## src/rtl/core/fsrs_pkg.sv

```systemverilog
// Package for the flash sector refresh scheduler.
// Holds field widths, fixed codes and the sequencer state type.
// No dependencies.
`timescale 1ns / 1ps

package fsrs_pkg;

    localparam int PAGE_W  = 12;
    localparam int CNT_W   = 16;
    localparam int LIM_W   = 14;
    localparam int CALC_W  = 18;

    localparam logic [LIM_W-1:0] LIMIT_RESET = 14'd10000;
    localparam logic [CNT_W-1:0] UNWRITTEN   = 16'hFFFF;

    localparam logic FUNC_SCAN  = 1'b0;
    localparam logic FUNC_WRITE = 1'b1;

    typedef enum logic [7:0] {
        ST_IDLE   = 8'b0000_0001,
        ST_MAP1   = 8'b0000_0010,
        ST_MAP2   = 8'b0000_0100,
        ST_MAP3   = 8'b0000_1000,
        ST_READ   = 8'b0001_0000,
        ST_UPDATE = 8'b0010_0000,
        ST_WINDOW = 8'b0100_0000,
        ST_FINISH = 8'b1000_0000
    } t_state;

endpackage

```

## src/rtl/core/fsrs_ram.sv

```systemverilog
// Generic single-write, single-read synchronous RAM with registered read data.
// Used for the per-sector counter table. No dependencies.
`timescale 1ns / 1ps

module fsrs_ram #(
    parameter int WIDTH = 16,
    parameter int DEPTH = 16,
    localparam int AW = (DEPTH > 1) ? $clog2(DEPTH) : 1
) (
    input  logic             i_clk,
    input  logic             i_we,
    input  logic [AW-1:0]    i_waddr,
    input  logic [WIDTH-1:0] i_wdata,
    input  logic [AW-1:0]    i_raddr,
    output logic [WIDTH-1:0] o_rdata
);

    logic [WIDTH-1:0] r_mem [DEPTH];
    logic [WIDTH-1:0] r_rdata;

    always_ff @(posedge i_clk) begin
        if (i_we) begin
            r_mem[i_waddr] <= i_wdata;
        end
        r_rdata <= r_mem[i_raddr];
    end

    assign o_rdata = r_rdata;

endmodule

```

## src/rtl/core/fsrs_secmap.sv

```systemverilog
// Three-stage page to sector mapping: page / PAGES_IN_SECTOR modulo SECTOR_COUNT.
// Both divisions use reciprocal multiplication. Depends on fsrs_pkg.
`timescale 1ns / 1ps

module fsrs_secmap #(
    parameter int SECTOR_COUNT    = 16,
    parameter int PAGES_IN_SECTOR = 256,
    localparam int SW = (SECTOR_COUNT > 1) ? $clog2(SECTOR_COUNT) : 1
) (
    input  logic                        i_clk,
    input  logic [fsrs_pkg::PAGE_W-1:0] i_page,
    output logic [SW-1:0]               o_sector
);

    localparam int PGW = fsrs_pkg::PAGE_W;
    localparam int S1  = PGW + 8;
    localparam int S2  = PGW + 6;
    localparam int M1W = S1 + 1;
    localparam int M2W = S2 + 1;
    localparam logic [M1W-1:0] RECIP1 =
        M1W'((2 ** S1 + PAGES_IN_SECTOR - 1) / PAGES_IN_SECTOR);
    localparam logic [M2W-1:0] RECIP2 =
        M2W'((2 ** S2 + SECTOR_COUNT - 1) / SECTOR_COUNT);
    localparam logic [PGW-1:0] SC_V = PGW'(SECTOR_COUNT);

    logic [PGW+M1W-1:0] r_prod1;
    logic [PGW+M2W-1:0] r_prod2;
    logic [PGW-1:0]     r_quot;
    logic [SW-1:0]      r_sector;
    logic [PGW-1:0]     n_quot;
    logic [PGW+M2W-1:0] n_prod2;
    logic [PGW-1:0]     n_quot2;
    logic [2*PGW-1:0]   n_back;
    logic [PGW-1:0]     n_rem;

    always_comb begin
        n_quot  = r_prod1[S1 +: PGW];
        n_prod2 = {{M2W{1'b0}}, n_quot} * {{PGW{1'b0}}, RECIP2};
        n_quot2 = r_prod2[S2 +: PGW];
        n_back  = {{PGW{1'b0}}, n_quot2} * {{PGW{1'b0}}, SC_V};
        n_rem   = r_quot - n_back[PGW-1:0];
    end

    always_ff @(posedge i_clk) begin
        r_prod1  <= {{M1W{1'b0}}, i_page} * {{PGW{1'b0}}, RECIP1};
        r_prod2  <= n_prod2;
        r_quot   <= n_quot;
        r_sector <= n_rem[SW-1:0];
    end

    assign o_sector = r_sector;

endmodule

```

## src/rtl/core/flash_sector_refresh_scheduler.sv

```systemverilog
// Flash sector refresh scheduler: per-sector write counters in a RAM, scan and write sequencer.
// A scan word passes MAP1-MAP3, READ and UPDATE; a write word goes on through WINDOW and FINISH.
// Throughput: one word at a time; busy covers the three-stage sector mapping, the RAM read
// and the update steps, so the next word is taken only once the sequencer is back in idle.
// Reset is synchronous and active low; it clears the counters through per-sector valid bits
// and the scan maxima and loads the default limit. Results show for one cycle with o_done.
`timescale 1ns / 1ps

module flash_sector_refresh_scheduler #(
    parameter int SECTOR_COUNT    = 16,
    parameter int PAGES_IN_SECTOR = 256
) (
    input  logic                        i_clk,
    input  logic                        i_rst_n,
    input  logic                        i_cfg_we,
    input  logic [fsrs_pkg::LIM_W-1:0]  i_cfg_data,
    input  logic                        start,
    output logic                        busy,
    input  logic                        i_func,
    input  logic [fsrs_pkg::PAGE_W-1:0] i_page,
    input  logic [fsrs_pkg::CNT_W-1:0]  i_stored_count,
    input  logic                        i_last_in_sector,
    output logic                        o_done,
    output logic [fsrs_pkg::CNT_W-1:0]  o_sector_count,
    output logic                        o_refresh_needed,
    output logic [fsrs_pkg::PAGE_W-1:0] o_refresh_page,
    output logic [fsrs_pkg::CNT_W-1:0]  o_refresh_count
);

    localparam int SW  = (SECTOR_COUNT > 1) ? $clog2(SECTOR_COUNT) : 1;
    localparam int OW  = $clog2(PAGES_IN_SECTOR);
    localparam int PW  = $clog2(PAGES_IN_SECTOR + 1);
    localparam int PGW = fsrs_pkg::PAGE_W;
    localparam int CW  = fsrs_pkg::CNT_W;
    localparam int LW  = fsrs_pkg::LIM_W;
    localparam int XW  = fsrs_pkg::CALC_W;
    localparam int BW  = SW + PW + PGW;
    localparam logic [PW-1:0] PIS_V = PW'(PAGES_IN_SECTOR);
    localparam logic signed [XW-1:0] SPAN = XW'(2 * PAGES_IN_SECTOR - 1);

    fsrs_pkg::t_state r_state, n_state;

    logic [LW-1:0]   r_limit;
    logic            r_func;
    logic [PGW-1:0]  r_page;
    logic [CW-1:0]   r_stored;
    logic            r_last;
    logic [CW-1:0]   r_max_all, n_max_all;
    logic [CW-1:0]   r_max_below, n_max_below;
    logic [SECTOR_COUNT-1:0] r_valid;
    logic [PGW-1:0]  r_base;
    logic [CW-1:0]   r_w;
    logic            r_hit;
    logic signed [XW-1:0] r_off_raw;

    logic            r_done;
    logic [CW-1:0]   r_out_count;
    logic            r_out_needed;
    logic [PGW-1:0]  r_out_page;
    logic [CW-1:0]   r_out_rcount;

    logic [SW-1:0]   sector;
    logic [CW-1:0]   ram_rdata;
    logic            ram_we;
    logic [CW-1:0]   ram_wdata;

    logic [BW-1:0]   base_full;
    logic [CW-1:0]   rd_cnt;
    logic [CW-1:0]   upd_below;
    logic [CW-1:0]   upd_all;
    logic [CW-1:0]   chosen;
    logic [CW:0]     w_raw;
    logic [CW-1:0]   n_w;
    logic signed [XW-1:0] s_w, s_lim, s_lim2, s_lo1, s_rp;
    logic            win1, win2;
    logic [OW-1:0]   off;
    logic [PGW-1:0]  target;
    logic [CW-1:0]   w_final;

    fsrs_secmap #(
        .SECTOR_COUNT    (SECTOR_COUNT),
        .PAGES_IN_SECTOR (PAGES_IN_SECTOR)
    ) u_secmap (
        .i_clk    (i_clk),
        .i_page   (r_page),
        .o_sector (sector)
    );

    fsrs_ram #(
        .WIDTH (CW),
        .DEPTH (SECTOR_COUNT)
    ) u_counters (
        .i_clk   (i_clk),
        .i_we    (ram_we),
        .i_waddr (sector),
        .i_wdata (ram_wdata),
        .i_raddr (sector),
        .o_rdata (ram_rdata)
    );

    always_comb begin
        base_full = {{(SW + PGW){1'b0}}, PIS_V} * {{(PW + PGW){1'b0}}, sector};
        rd_cnt    = r_valid[sector] ? ram_rdata : '0;

        upd_below = r_max_below;
        upd_all   = r_max_all;
        if (r_stored != fsrs_pkg::UNWRITTEN) begin
            if ((r_stored <= {{(CW - LW){1'b0}}, r_limit}) && (r_stored > r_max_below)) begin
                upd_below = r_stored;
            end
            if (r_stored > r_max_all) begin
                upd_all = r_stored;
            end
        end
        chosen = (upd_below != '0) ? upd_below : upd_all;

        w_raw = {1'b0, rd_cnt} + (CW + 1)'(1);
        if (w_raw >= {{(CW - LW){1'b0}}, r_limit, 1'b0}) begin
            n_w = CW'(1);
        end else begin
            n_w = w_raw[CW-1:0];
        end

        s_w    = {{(XW - CW){1'b0}}, r_w};
        s_lim  = {{(XW - LW){1'b0}}, r_limit};
        s_lim2 = s_lim <<< 1;
        s_lo1  = s_lim - SPAN;
        win1   = (s_w >= s_lo1) && (s_w <= s_lim);
        win2   = (s_w >= (s_lim2 - SPAN)) && (s_w <= s_lim2);
        s_rp   = (s_w > s_lim) ? (s_w - s_lim) : s_w;

        off     = r_off_raw[XW-1] ? '0 : r_off_raw[OW:1];
        target  = r_base + {{(PGW - OW){1'b0}}, off};
        w_final = r_hit ? (r_w + CW'(1)) : r_w;

        ram_we    = 1'b0;
        ram_wdata = w_final;
        if ((r_state == fsrs_pkg::ST_UPDATE) && (r_func == fsrs_pkg::FUNC_SCAN) && r_last) begin
            ram_we    = 1'b1;
            ram_wdata = chosen;
        end else if (r_state == fsrs_pkg::ST_FINISH) begin
            ram_we    = 1'b1;
        end

        n_max_all   = r_max_all;
        n_max_below = r_max_below;
        if ((r_state == fsrs_pkg::ST_UPDATE) && (r_func == fsrs_pkg::FUNC_SCAN)) begin
            n_max_all   = r_last ? '0 : upd_all;
            n_max_below = r_last ? '0 : upd_below;
        end

        case (r_state)
            fsrs_pkg::ST_IDLE: begin
                n_state = start ? fsrs_pkg::ST_MAP1 : fsrs_pkg::ST_IDLE;
            end
            fsrs_pkg::ST_MAP1: begin
                n_state = fsrs_pkg::ST_MAP2;
            end
            fsrs_pkg::ST_MAP2: begin
                n_state = fsrs_pkg::ST_MAP3;
            end
            fsrs_pkg::ST_MAP3: begin
                n_state = fsrs_pkg::ST_READ;
            end
            fsrs_pkg::ST_READ: begin
                n_state = fsrs_pkg::ST_UPDATE;
            end
            fsrs_pkg::ST_UPDATE: begin
                n_state = (r_func == fsrs_pkg::FUNC_WRITE) ? fsrs_pkg::ST_WINDOW
                                                           : fsrs_pkg::ST_IDLE;
            end
            fsrs_pkg::ST_WINDOW: begin
                n_state = fsrs_pkg::ST_FINISH;
            end
            fsrs_pkg::ST_FINISH: begin
                n_state = fsrs_pkg::ST_IDLE;
            end
            default: begin
                n_state = fsrs_pkg::ST_IDLE;
            end
        endcase
    end

    always_ff @(posedge i_clk) begin
        if (!i_rst_n) begin
            r_state     <= fsrs_pkg::ST_IDLE;
            r_limit     <= fsrs_pkg::LIMIT_RESET;
            r_max_all   <= '0;
            r_max_below <= '0;
            r_valid     <= '0;
            r_done      <= 1'b0;
        end else begin
            r_state     <= n_state;
            r_max_all   <= n_max_all;
            r_max_below <= n_max_below;
            if (i_cfg_we) begin
                r_limit <= i_cfg_data;
            end
            if (ram_we) begin
                r_valid[sector] <= 1'b1;
            end
            r_done <= ((r_state == fsrs_pkg::ST_UPDATE) && (r_func == fsrs_pkg::FUNC_SCAN))
                      || (r_state == fsrs_pkg::ST_FINISH);
        end
    end

    always_ff @(posedge i_clk) begin
        if ((r_state == fsrs_pkg::ST_IDLE) && start) begin
            r_func   <= i_func;
            r_page   <= i_page;
            r_stored <= i_stored_count;
            r_last   <= i_last_in_sector;
        end
        if (r_state == fsrs_pkg::ST_READ) begin
            r_base <= base_full[PGW-1:0];
        end
        if (r_state == fsrs_pkg::ST_UPDATE) begin
            r_w <= n_w;
        end
        if (r_state == fsrs_pkg::ST_WINDOW) begin
            r_hit     <= win1 || win2;
            r_off_raw <= s_rp - s_lo1;
        end
        if ((r_state == fsrs_pkg::ST_UPDATE) && (r_func == fsrs_pkg::FUNC_SCAN)) begin
            r_out_count  <= chosen;
            r_out_needed <= 1'b0;
            r_out_page   <= '0;
            r_out_rcount <= '0;
        end else if (r_state == fsrs_pkg::ST_FINISH) begin
            r_out_count  <= r_w;
            r_out_needed <= r_hit;
            r_out_page   <= r_hit ? target : '0;
            r_out_rcount <= r_hit ? w_final : '0;
        end
    end

    assign busy             = (r_state != fsrs_pkg::ST_IDLE);
    assign o_done           = r_done;
    assign o_sector_count   = r_out_count;
    assign o_refresh_needed = r_out_needed;
    assign o_refresh_page   = r_out_page;
    assign o_refresh_count  = r_out_rcount;

endmodule
```

## config.mk

```make
export PLATFORM = sky130hd
export DESIGN_NAME = flash_sector_refresh_scheduler
export DESIGN_NICKNAME = d
export VERILOG_FILES = /design/src/rtl/core/fsrs_pkg.sv /design/src/rtl/core/fsrs_ram.sv /design/src/rtl/core/fsrs_secmap.sv /design/src/rtl/core/flash_sector_refresh_scheduler.sv
export SDC_FILE = /design/constraint.sdc
export NUM_CORES = 1
export LEC_CHECK = 0
export BUFFER_PORTS_ARGS = -buffer_cell sky130_fd_sc_hd__buf_2
export CAP_MARGIN = 20
export CORE_ASPECT_RATIO = 1.25
export CORE_MARGIN = 10
export CORE_UTILIZATION = 30
export CTS_BUF_LIST = sky130_fd_sc_hd__clkbuf_8
export CTS_CLUSTER_DIAMETER = 150
export DETAILED_ROUTE_END_ITERATION = 16
export PLACE_DENSITY = 0.5
export SYNTH_ARGS = -nofsm -noshare
export SYNTH_HDL_FRONTEND = slang
export SYNTH_SLANG_ARGS = --single-unit
export TNS_END_PERCENT = 5
```

## constraint.sdc

```tcl
create_clock -name i_clk -period 8.54 [get_ports i_clk]
set_clock_uncertainty 0.15 [all_clocks]
set_input_delay 0 -clock i_clk [delete_from_list [all_inputs] [get_ports i_clk]]
set_output_delay 0 -clock i_clk [all_outputs]
set_load 0.05 [all_outputs]
```

==> key figures, run 1 <==
Run status
  – Status: finished clean

Place
  – # port buffers: 86
  – Gpl congestion: 0.899
  – Detailed Place HPWL: 45100 um
  – Placed Area: 0.0236 sq mm

Global routing
  – First-pass GRT wire length: 99100 um
  – Total GRT Usage: 15.6%
  – Largest net degree at the start of global routing: 65
  – Initial antenna violation count: 3
  – GRT overflow: 0
  – Vias in the first global route: 15800

Die
  – Die height: 322 um
  – I/O Pins: 95
  – Initial core utilization: 30.4%
  – Core area: 0.0721 sq mm
  – Row count: 110
  – Total Die Area: 0.0842 sq mm
  – Die width: 262 um

Synth
  – Area leader, netlist: edfxtp_1
  – Synthesis warning total: 0
  – Post-synth EDFFs: 324
  – Top post-synthesis cells by area: edfxtp_1 (44%), dfxtp_1 (12%), mux4_2 (8.6%)
  – #FFs+latches synth: 452
  – Synthesized area: 0.0219 sq mm
  – Ys flop type: edfxtp_1
  – Ys async rst share: 0%
  – Post-synth top area share: 44.4%
  – Synth Area per Inst: 12.9 sq um
  – Synthesized instance count: 1703
  – Synth Net Count: 1889
  – Library cells used by synthesis: 75
  – Seq/Total Area, Yosys: 56.1%

Pwr
  – Peak supply drop: 0.0905 mV
  – Power Density: 185 mW/mm^2
  – Leak: 9.33 nW

STA
  – Finish-stage setup viols: 0
  – Period utilization: 63.1%
  – Post-route minimum period: 5.39 ns
  – Final Hold Vio Count: 0
  – Unrepaired setup endpoints after global routing: no
  – Slew HR: 24.7%
  – Setup TNS: 0 ns
  – F_max: 0.186 GHz
  – Slew Limit Fails: 0
  – Worst slew pin tran: 1.11 ns

Run
  – Max Cap Viol: 0

Clock tree
  – CTS Sinks: 452
  – CTS tree: built
  – Postcts setup bufs: 0
  – Reg clk slew, reported paths: 0.06 ns
  – CTS resizes: 0
  – Clock buffer depth: 3
  – Num CTS Buffers: 77
  – Htree depth: 3
  – Worst-Skew Late Latency: 0.69 ns
  – Clk root buf: clkbuf_8

Routing
  – Drt initial violations: 1075
  – Post-route ant nets: 0
  – Wire per inst: 22.3 um
  – Vias: 15200
  – Routed WL: 65800 um
  – DRC: 0
  – Pre-Repair DR Iteration Count: 5
  – Avg Vias per Cell: 5.17

Hold path
  – Worst Hold Class: input port to flip-flop

Finish
  – Layout cell share with drive strength beyond 1: 19.7%
  – Filler cell count: 7020
  – Total area of sequential cells: 0.0123 sq mm
  – Design Area, Final: 0.0262 sq mm
  – Area delta synth->final: 19.8%
  – Area of the multi-input gates: 0.00907 sq mm
  – Fin nets: 2114

Setup path
  – CP Launch Type: flip-flop
  – Worst Path Arrival: 5.64 ns
  – Crit path kind: flip-flop to flip-flop
  – Required @ worst endpoint: 8.79 ns
  – Crit. End Element: flip-flop
  – CP Max Fanout: 33
[report_power, final]
part	switching (W)	internal [W]	total (W)
registers	0.0000530	0.00236	0.00241
logic	0.000239	0.000203	0.000442
clock network	0.000939	0.00107	0.00201
total	0.00123	0.00363	0.00486
[worst max-delay path: stages (launching register included)]
cell and delay (ns):
dfxtp_4 0.79, mux4_2 0.59, mux2_2 0.28, o21ai_2 0.12, buf_4 0.32, nor2_1 0.08
ha_1 0.26, nand4_1 0.22, nor2_1 0.09, xnor2_1 0.20, nor2_1 0.07, ha_1 0.32
a21o_1 0.19, a21oi_1 0.14, o21ai_0 0.10, a221oi_1 0.25, o21ai_0 0.13, a41o_1 0.40
or3_1 0.38
[path summary, 6_finish.rpt]
path                                                      to  slack, ns  cells after the start                    startpoint
worst min register to register  u_secmap.o_sector[0]$_DFF_P_       0.17                      0  u_secmap.r_prod2[14]$_DFF_P_
worst max-delay path                    r_w[0]$_SDFFCE_PP1N_       3.15                     18  u_secmap.o_sector[0]$_DFF_P_
worst max register to register          r_w[0]$_SDFFCE_PP1N_       3.15                     18  u_secmap.o_sector[0]$_DFF_P_
worst min-delay path                   r_state[1]$_SDFF_PN0_       0.05                      4                         start
[final cells by class]
type                       count  area share (%)
clock inverter                53            1.35
multi-input combinational   1083            34.6
clock buffer                  90            4.72
timing repair buffer         224            6.59
tap                          952            4.54
antenna                        1         0.00954
inverter                      90            1.29
sequential                   452            46.9
[per-stage QoR]
| stage | total power [W] | setup slack [ns] | hold WS (ns) | utilization (%) | std cells |
|---|---|---|---|---|---|
| 6_report | 0.00486 | 3.15 | 0.0495 | 36.4 | 2945 |
| 3_3_place_gp | 0.00285 | 3.11 | 0.0275 | 32.7 | 2700 |
| 4_1_cts | 0.00493 | 3.05 | 0.00618 | 36.3 | 2939 |
| 2_1_floorplan | 0.00273 | 3.66 | -0.0511 | - | 1703 |
| 5_1_grt | 0.00508 | 2.70 | 0.0924 | 36.4 | 2945 |
| 3_5_place_dp | 0.00286 | 3.07 | 0.0282 | 32.8 | 2703 |
[routing by layer]
| metal | routed length (um) | track usage (%) | vias up | part of all wire, % |
|---|---|---|---|---|
| met5 | 0 | 0 | - | 0 |
| met4 | 1710 | 5.75 | 0 | 2.6 |
| met3 | 3210 | 2.63 | 104 | 4.9 |
| met2 | 33100 | 26.8 | 437 | 50 |
| met1 | 27800 | 19.2 | 7673 | 42 |
| li1 | - | - | 7024 | - |
[placed cells by master, fill, tap and decap left out, types with 84 or more instances in the layout]
cell	count
mux4_2	84
nand2_1	98
edfxtp_1	324
nor2_1	116
ha_1	136
dlygate4sd3_1	93
dfxtp_1	125
inv_1	109
buf_2	86
clkbuf_8	91
[registers in the layout, indices dropped and copies added (netlist names), 4 cells and up]
signal              count
o_refresh_count        16
o_sector_count         16
u_secmap.r_prod2        4
r_max_below            16
r_base                  4
r_page                  4
u_secmap.o_sector       4
r_stored               16
r_valid                16
u_secmap.r_prod1        4
u_counters.r_mem      256
r_state                 8
r_w                    16
r_max_all              16
o_refresh_page         12
u_counters.o_rdata     16
r_limit                14
r_off_raw               9
[Yosys cell counts (4+ instances only)]
library cell / n
xnor2_1: 37
clkbuf_1: 59
and2_1: 10
a21o_1: 17
a21oi_1: 75
and3_1: 8
and4_1: 5
a211oi_1: 37
o21a_1: 14
o21ai_0: 65
nand4_1: 29
mux2i_1: 19
mux4_2: 84
nor2_1: 129
nand3_1: 27
nor3_1: 47
a22o_1: 13
nand2_1: 98
ha_1: 136
nor4_1: 16
o211ai_1: 15
a31oi_1: 19
nor4_4: 4
buf_1: 9
o22ai_1: 16
xor2_1: 22
nand2b_1: 11
inv_1: 90
nor3b_1: 4
buf_2: 10
o2bb2ai_1: 11
dfxtp_1: 128
or2_2: 6
nor2b_1: 12
a2111oi_0: 14
edfxtp_1: 324
mux2_2: 13
a32o_1: 14
[timing repair]
| action | 4_1_cts | 5_1_grt |
|---|---|---|
| endpoints found under the setup margin | 0 | 0 |
| hold buffers | 93 | 0 |
| hold endpoints to repair | 66 | 0 |
[logic make-up (layout without fill, tap and decap cells)]
group | count (synthesis) | count (layout) | share of synthesized area, %
and+or+nand+nor | 428 | 428 | 9.80
muxes | 116 | 116 | 10.2
buffers and inverters | 168 | 457 | 2.94
xor gates and xnor gates | 59 | 59 | 2.36
other | 1 | 2 | 0.0171
DFF | 452 | 452 | 56.1
AOI/OAI and AO/OA | 341 | 341 | 10.6
adders and majority gates | 138 | 138 | 7.96
Power figures use the tool's default switching activity.
==> run 2: changes to the inputs <==
--- a/config.mk
+++ b/config.mk
@@ -5,6 +5,7 @@
 export SDC_FILE = /design/constraint.sdc
 export NUM_CORES = 1
 export LEC_CHECK = 0
+export ABC_AREA = 1
 export BUFFER_PORTS_ARGS = -buffer_cell sky130_fd_sc_hd__buf_2
 export CAP_MARGIN = 20
 export CORE_ASPECT_RATIO = 1.25
==> constraint.sdc (replaced) <==
create_clock -name i_clk -period 5.5 [get_ports i_clk]
set_clock_uncertainty 0.15 [all_clocks]
set_input_delay 0 -clock i_clk [delete_from_list [all_inputs] [get_ports i_clk]]
set_output_delay 0 -clock i_clk [all_outputs]
set_load 0.05 [all_outputs]
==> run 2 against run 1 <==
Effect of this change:
- critical path depth fell by 3
- utilization is 0.075 points lower
- non-clock buffer count grew 9
- global-route usage up 0.51 points
- synthesized area is 1.0% lower
==> key figures, run 2 <==
Finish
  – Area delta synth->final: 20.3%
  – Fin nets: 2484
  – Commonest non-fill, non-tap cell in the layout: edfxtp_1
  – Filler cell count: 7187
  – Most frequent cells in the layout: edfxtp_1 (324), nand2_1 (288), inv_1 (224)
  – Area of the multi-input gates: 0.00830 sq mm
  – Layout cell share with drive strength beyond 1: 15.0%
  – Total area of sequential cells: 0.0123 sq mm
  – Max reg flops: 256
  – Biggest register: u_counters.r_mem

STA
  – Post-route minimum period: 4.70 ns
  – Worst slew pin tran: 1.09 ns
  – Final Hold Vio Count: 0
  – Period utilization: 85.4%
  – Setup TNS: 0 ns
  – Slew HR: 27.2%
  – F_max: 0.213 GHz
  – Finish-stage setup viols: 0
  – Unrepaired setup endpoints after global routing: no
  – Slew Limit Fails: 0

Hold path
  – Worst Hold Class: input port to flip-flop

Routing
  – DRC: 0
  – Avg Vias per Cell: 5.02
  – Wire per inst: 20.5 um
  – Vias: 16700
  – Pre-Repair DR Iteration Count: 5
  – Post-route ant nets: 0
  – Drt initial violations: 1220
  – Routed WL: 68100 um

Clock tree
  – Clk root buf: clkbuf_8
  – Reg clk slew, reported paths: 0.07 ns
  – Num CTS Buffers: 78
  – CTS Sinks: 452
  – CTS tree: built
  – Postcts setup bufs: 0
  – CTS resizes: 0
  – Worst-Skew Late Latency: 0.67 ns
  – Clock buffer depth: 3
  – Htree depth: 3

Global routing
  – Largest net degree at the start of global routing: 66
  – Vias in the first global route: 16900
  – First-pass GRT wire length: 102000 um
  – GRT overflow: 0
  – Total GRT Usage: 16.1%
  – Initial antenna violation count: 1

Setup path
  – Crit path depth: 15
  – Crit. End Element: flip-flop
  – Worst Setup EP: u_counters.r_mem[10][2]$_DFFE_PP_
  – Crit path kind: flip-flop to flip-flop
  – CP Max Fanout: 18
  – Launch point of the worst reg-to-reg path: r_limit[13]$_SDFFE_PN1P_
  – Reg2Reg Setup Slack: 0.80 ns
  – Largest stage delay, worst path: 0.59 ns
  – Critical R2R Capture: u_counters.r_mem[10][2]$_DFFE_PP_
  – CP Launch Point: r_limit[13]$_SDFFE_PN1P_
  – Worst Path Arrival: 4.88 ns
  – CP Launch Type: flip-flop
  – CP bufs+invs: 1
  – Worst reg2reg path depth: 15
  – Critical-path top delay cell: nand2_1
  – Required @ worst endpoint: 5.69 ns
  – Family with the most delay on the worst path: simple AND/OR/NAND/NOR gates
  – CP Cell Sequence: inv_1 -> ha_1 -> a21oi_1 -> nand2_1 -> a21oi_1 -> nand2_2 -> nand2_4 -> nand2_4 -> o21ai_4 -> nand3_2 -> nor2_4 -> nand2_4 -> nand2_1 -> nand3_1 -> nand2_1

Synth
  – Most common cell in the synthesized netlist: edfxtp_1
  – Ys flop type: edfxtp_1
  – Library cells used by synthesis: 58
  – Synthesized instance count: 2060
  – Post-synth top area share: 44.9%
  – Area leader, netlist: edfxtp_1
  – Ys async rst share: 0%
  – Synthesized area: 0.0217 sq mm
  – Top post-synthesis cells by area: edfxtp_1 (45%), dfxtp_1 (12%), ha_1 (7.9%)
  – Post-synth EDFFs: 324
  – Seq/Total Area, Yosys: 56.7%
  – Synthesis warning total: 0
  – #FFs+latches synth: 452
  – Synth Net Count: 2246
  – Most frequent cells after synthesis: edfxtp_1 (324), nand2_1 (288), inv_1 (195)
  – Synth Area per Inst: 10.5 sq um

Die
  – Initial core utilization: 30.2%
  – Core area: 0.0718 sq mm
  – Die height: 320 um
  – Die width: 260 um
  – Total Die Area: 0.0834 sq mm
  – Row count: 110
  – I/O Pins: 95

Pwr
  – Peak supply drop: 0.161 mV
  – Power Density: 300 mW/mm^2
  – Switch share: 26.1%
  – Power Internal: 0.00579 W
  – NetSw: 0.00204 W
  – Post-layout power: 0.00783 W
  – Clock power frac: 41.4%
  – Sequential share of power: 47.6%
  – Leak: 10.2 nW
  – Logic pwr share: 11.0%

Place
  – # port buffers: 86
  – Gpl congestion: 0.884
  – Detailed Place HPWL: 47400 um

Run
  – Max Cap Viol: 0

Run status
  – Status: finished clean
## run 2: worst min-delay path by stage
stage	start	end	cells after the start
after floorplan	i_func	r_func$_DFFE_PP_	0
after global placement	i_stored_count[0]	r_stored[0]$_DFFE_PP_	1
after detailed placement	i_stored_count[0]	r_stored[0]$_DFFE_PP_	1
after CTS	i_rst_n	r_state[2]$_SDFF_PN0_	4
after global routing	i_rst_n	r_state[2]$_SDFF_PN0_	4
final	i_rst_n	r_state[2]$_SDFF_PN0_	4
## run 2: worst min-delay path, delay by kind of cell
kind / cells / cell delay, ns
buffers and inverters: 2 / 0.76
and+or+nand+nor: 2 / 0.17
## run 2: layout make-up
| cell class | count | share of cell area, % |
|---|---|---|
| Antenna cell | 1 | 0.00960 |
| Clock buffer | 90 | 4.75 |
| Clock inverter | 56 | 1.71 |
| Inverter | 204 | 2.94 |
| Multi-Input combinational cell | 1329 | 31.8 |
| Sequential cell | 452 | 47.1 |
| Tap cell | 952 | 4.57 |
| Timing Repair Buffer | 233 | 7.04 |
## run 2: cell families (layout without fill, tap and decap cells)
group | Yosys count | count (layout) | synth area share [%]
other | 1 | 2 | 0.0173
buffers and inverters | 279 | 583 | 5.28
AOI/OAI and AO/OA | 435 | 435 | 12.6
DFF | 452 | 452 | 56.7
xor gates and xnor gates | 58 | 58 | 2.34
and+or+nand+nor | 697 | 697 | 15.0
adders and majority gates | 138 | 138 | 8.04
## run 2: timing repair
item / in CTS / in global routing
hold buffers: 88 / 0
setup endpoints to repair: 0 / 0
endpoints found under the hold margin: 62 / 0
## run 2: power by group through the flow
stage                     clock network [W]  registers [W]  logic [W]
after floorplan                           0        0.00377   0.000579
after global placement                    0        0.00380   0.000779
after detailed placement                  0        0.00380   0.000791
after CTS                           0.00335        0.00373   0.000846
after global routing                0.00349        0.00373   0.000958
final                               0.00324        0.00373   0.000858
## run 2: layer usage
| layer | vias up | part of all wire, % | global-route usage [%] |
|---|---|---|---|
| met2 | 478 | 51 | 29.0 |
| li1 | 7846 | - | - |
| met4 | 0 | 3.1 | 6.41 |
| met3 | 120 | 4.7 | 2.28 |
| met1 | 8210 | 41 | 18.8 |
| met5 | - | 0 | 0 |
## run 2: stage by stage
step	utilization [%]	instances	hold slack (ns)	cell area, sq um	worst slack, ns
after floorplan	-	2060	-0.0511	21700	1.60
after global placement	32.6	3078	0.0262	23400	0.899
after detailed placement	32.6	3078	0.0285	23400	0.834
after CTS	36.1	3312	0.0961	26000	0.804
after global routing	36.3	3317	0.167	26100	0.392
final	36.3	3317	0.162	26100	0.802
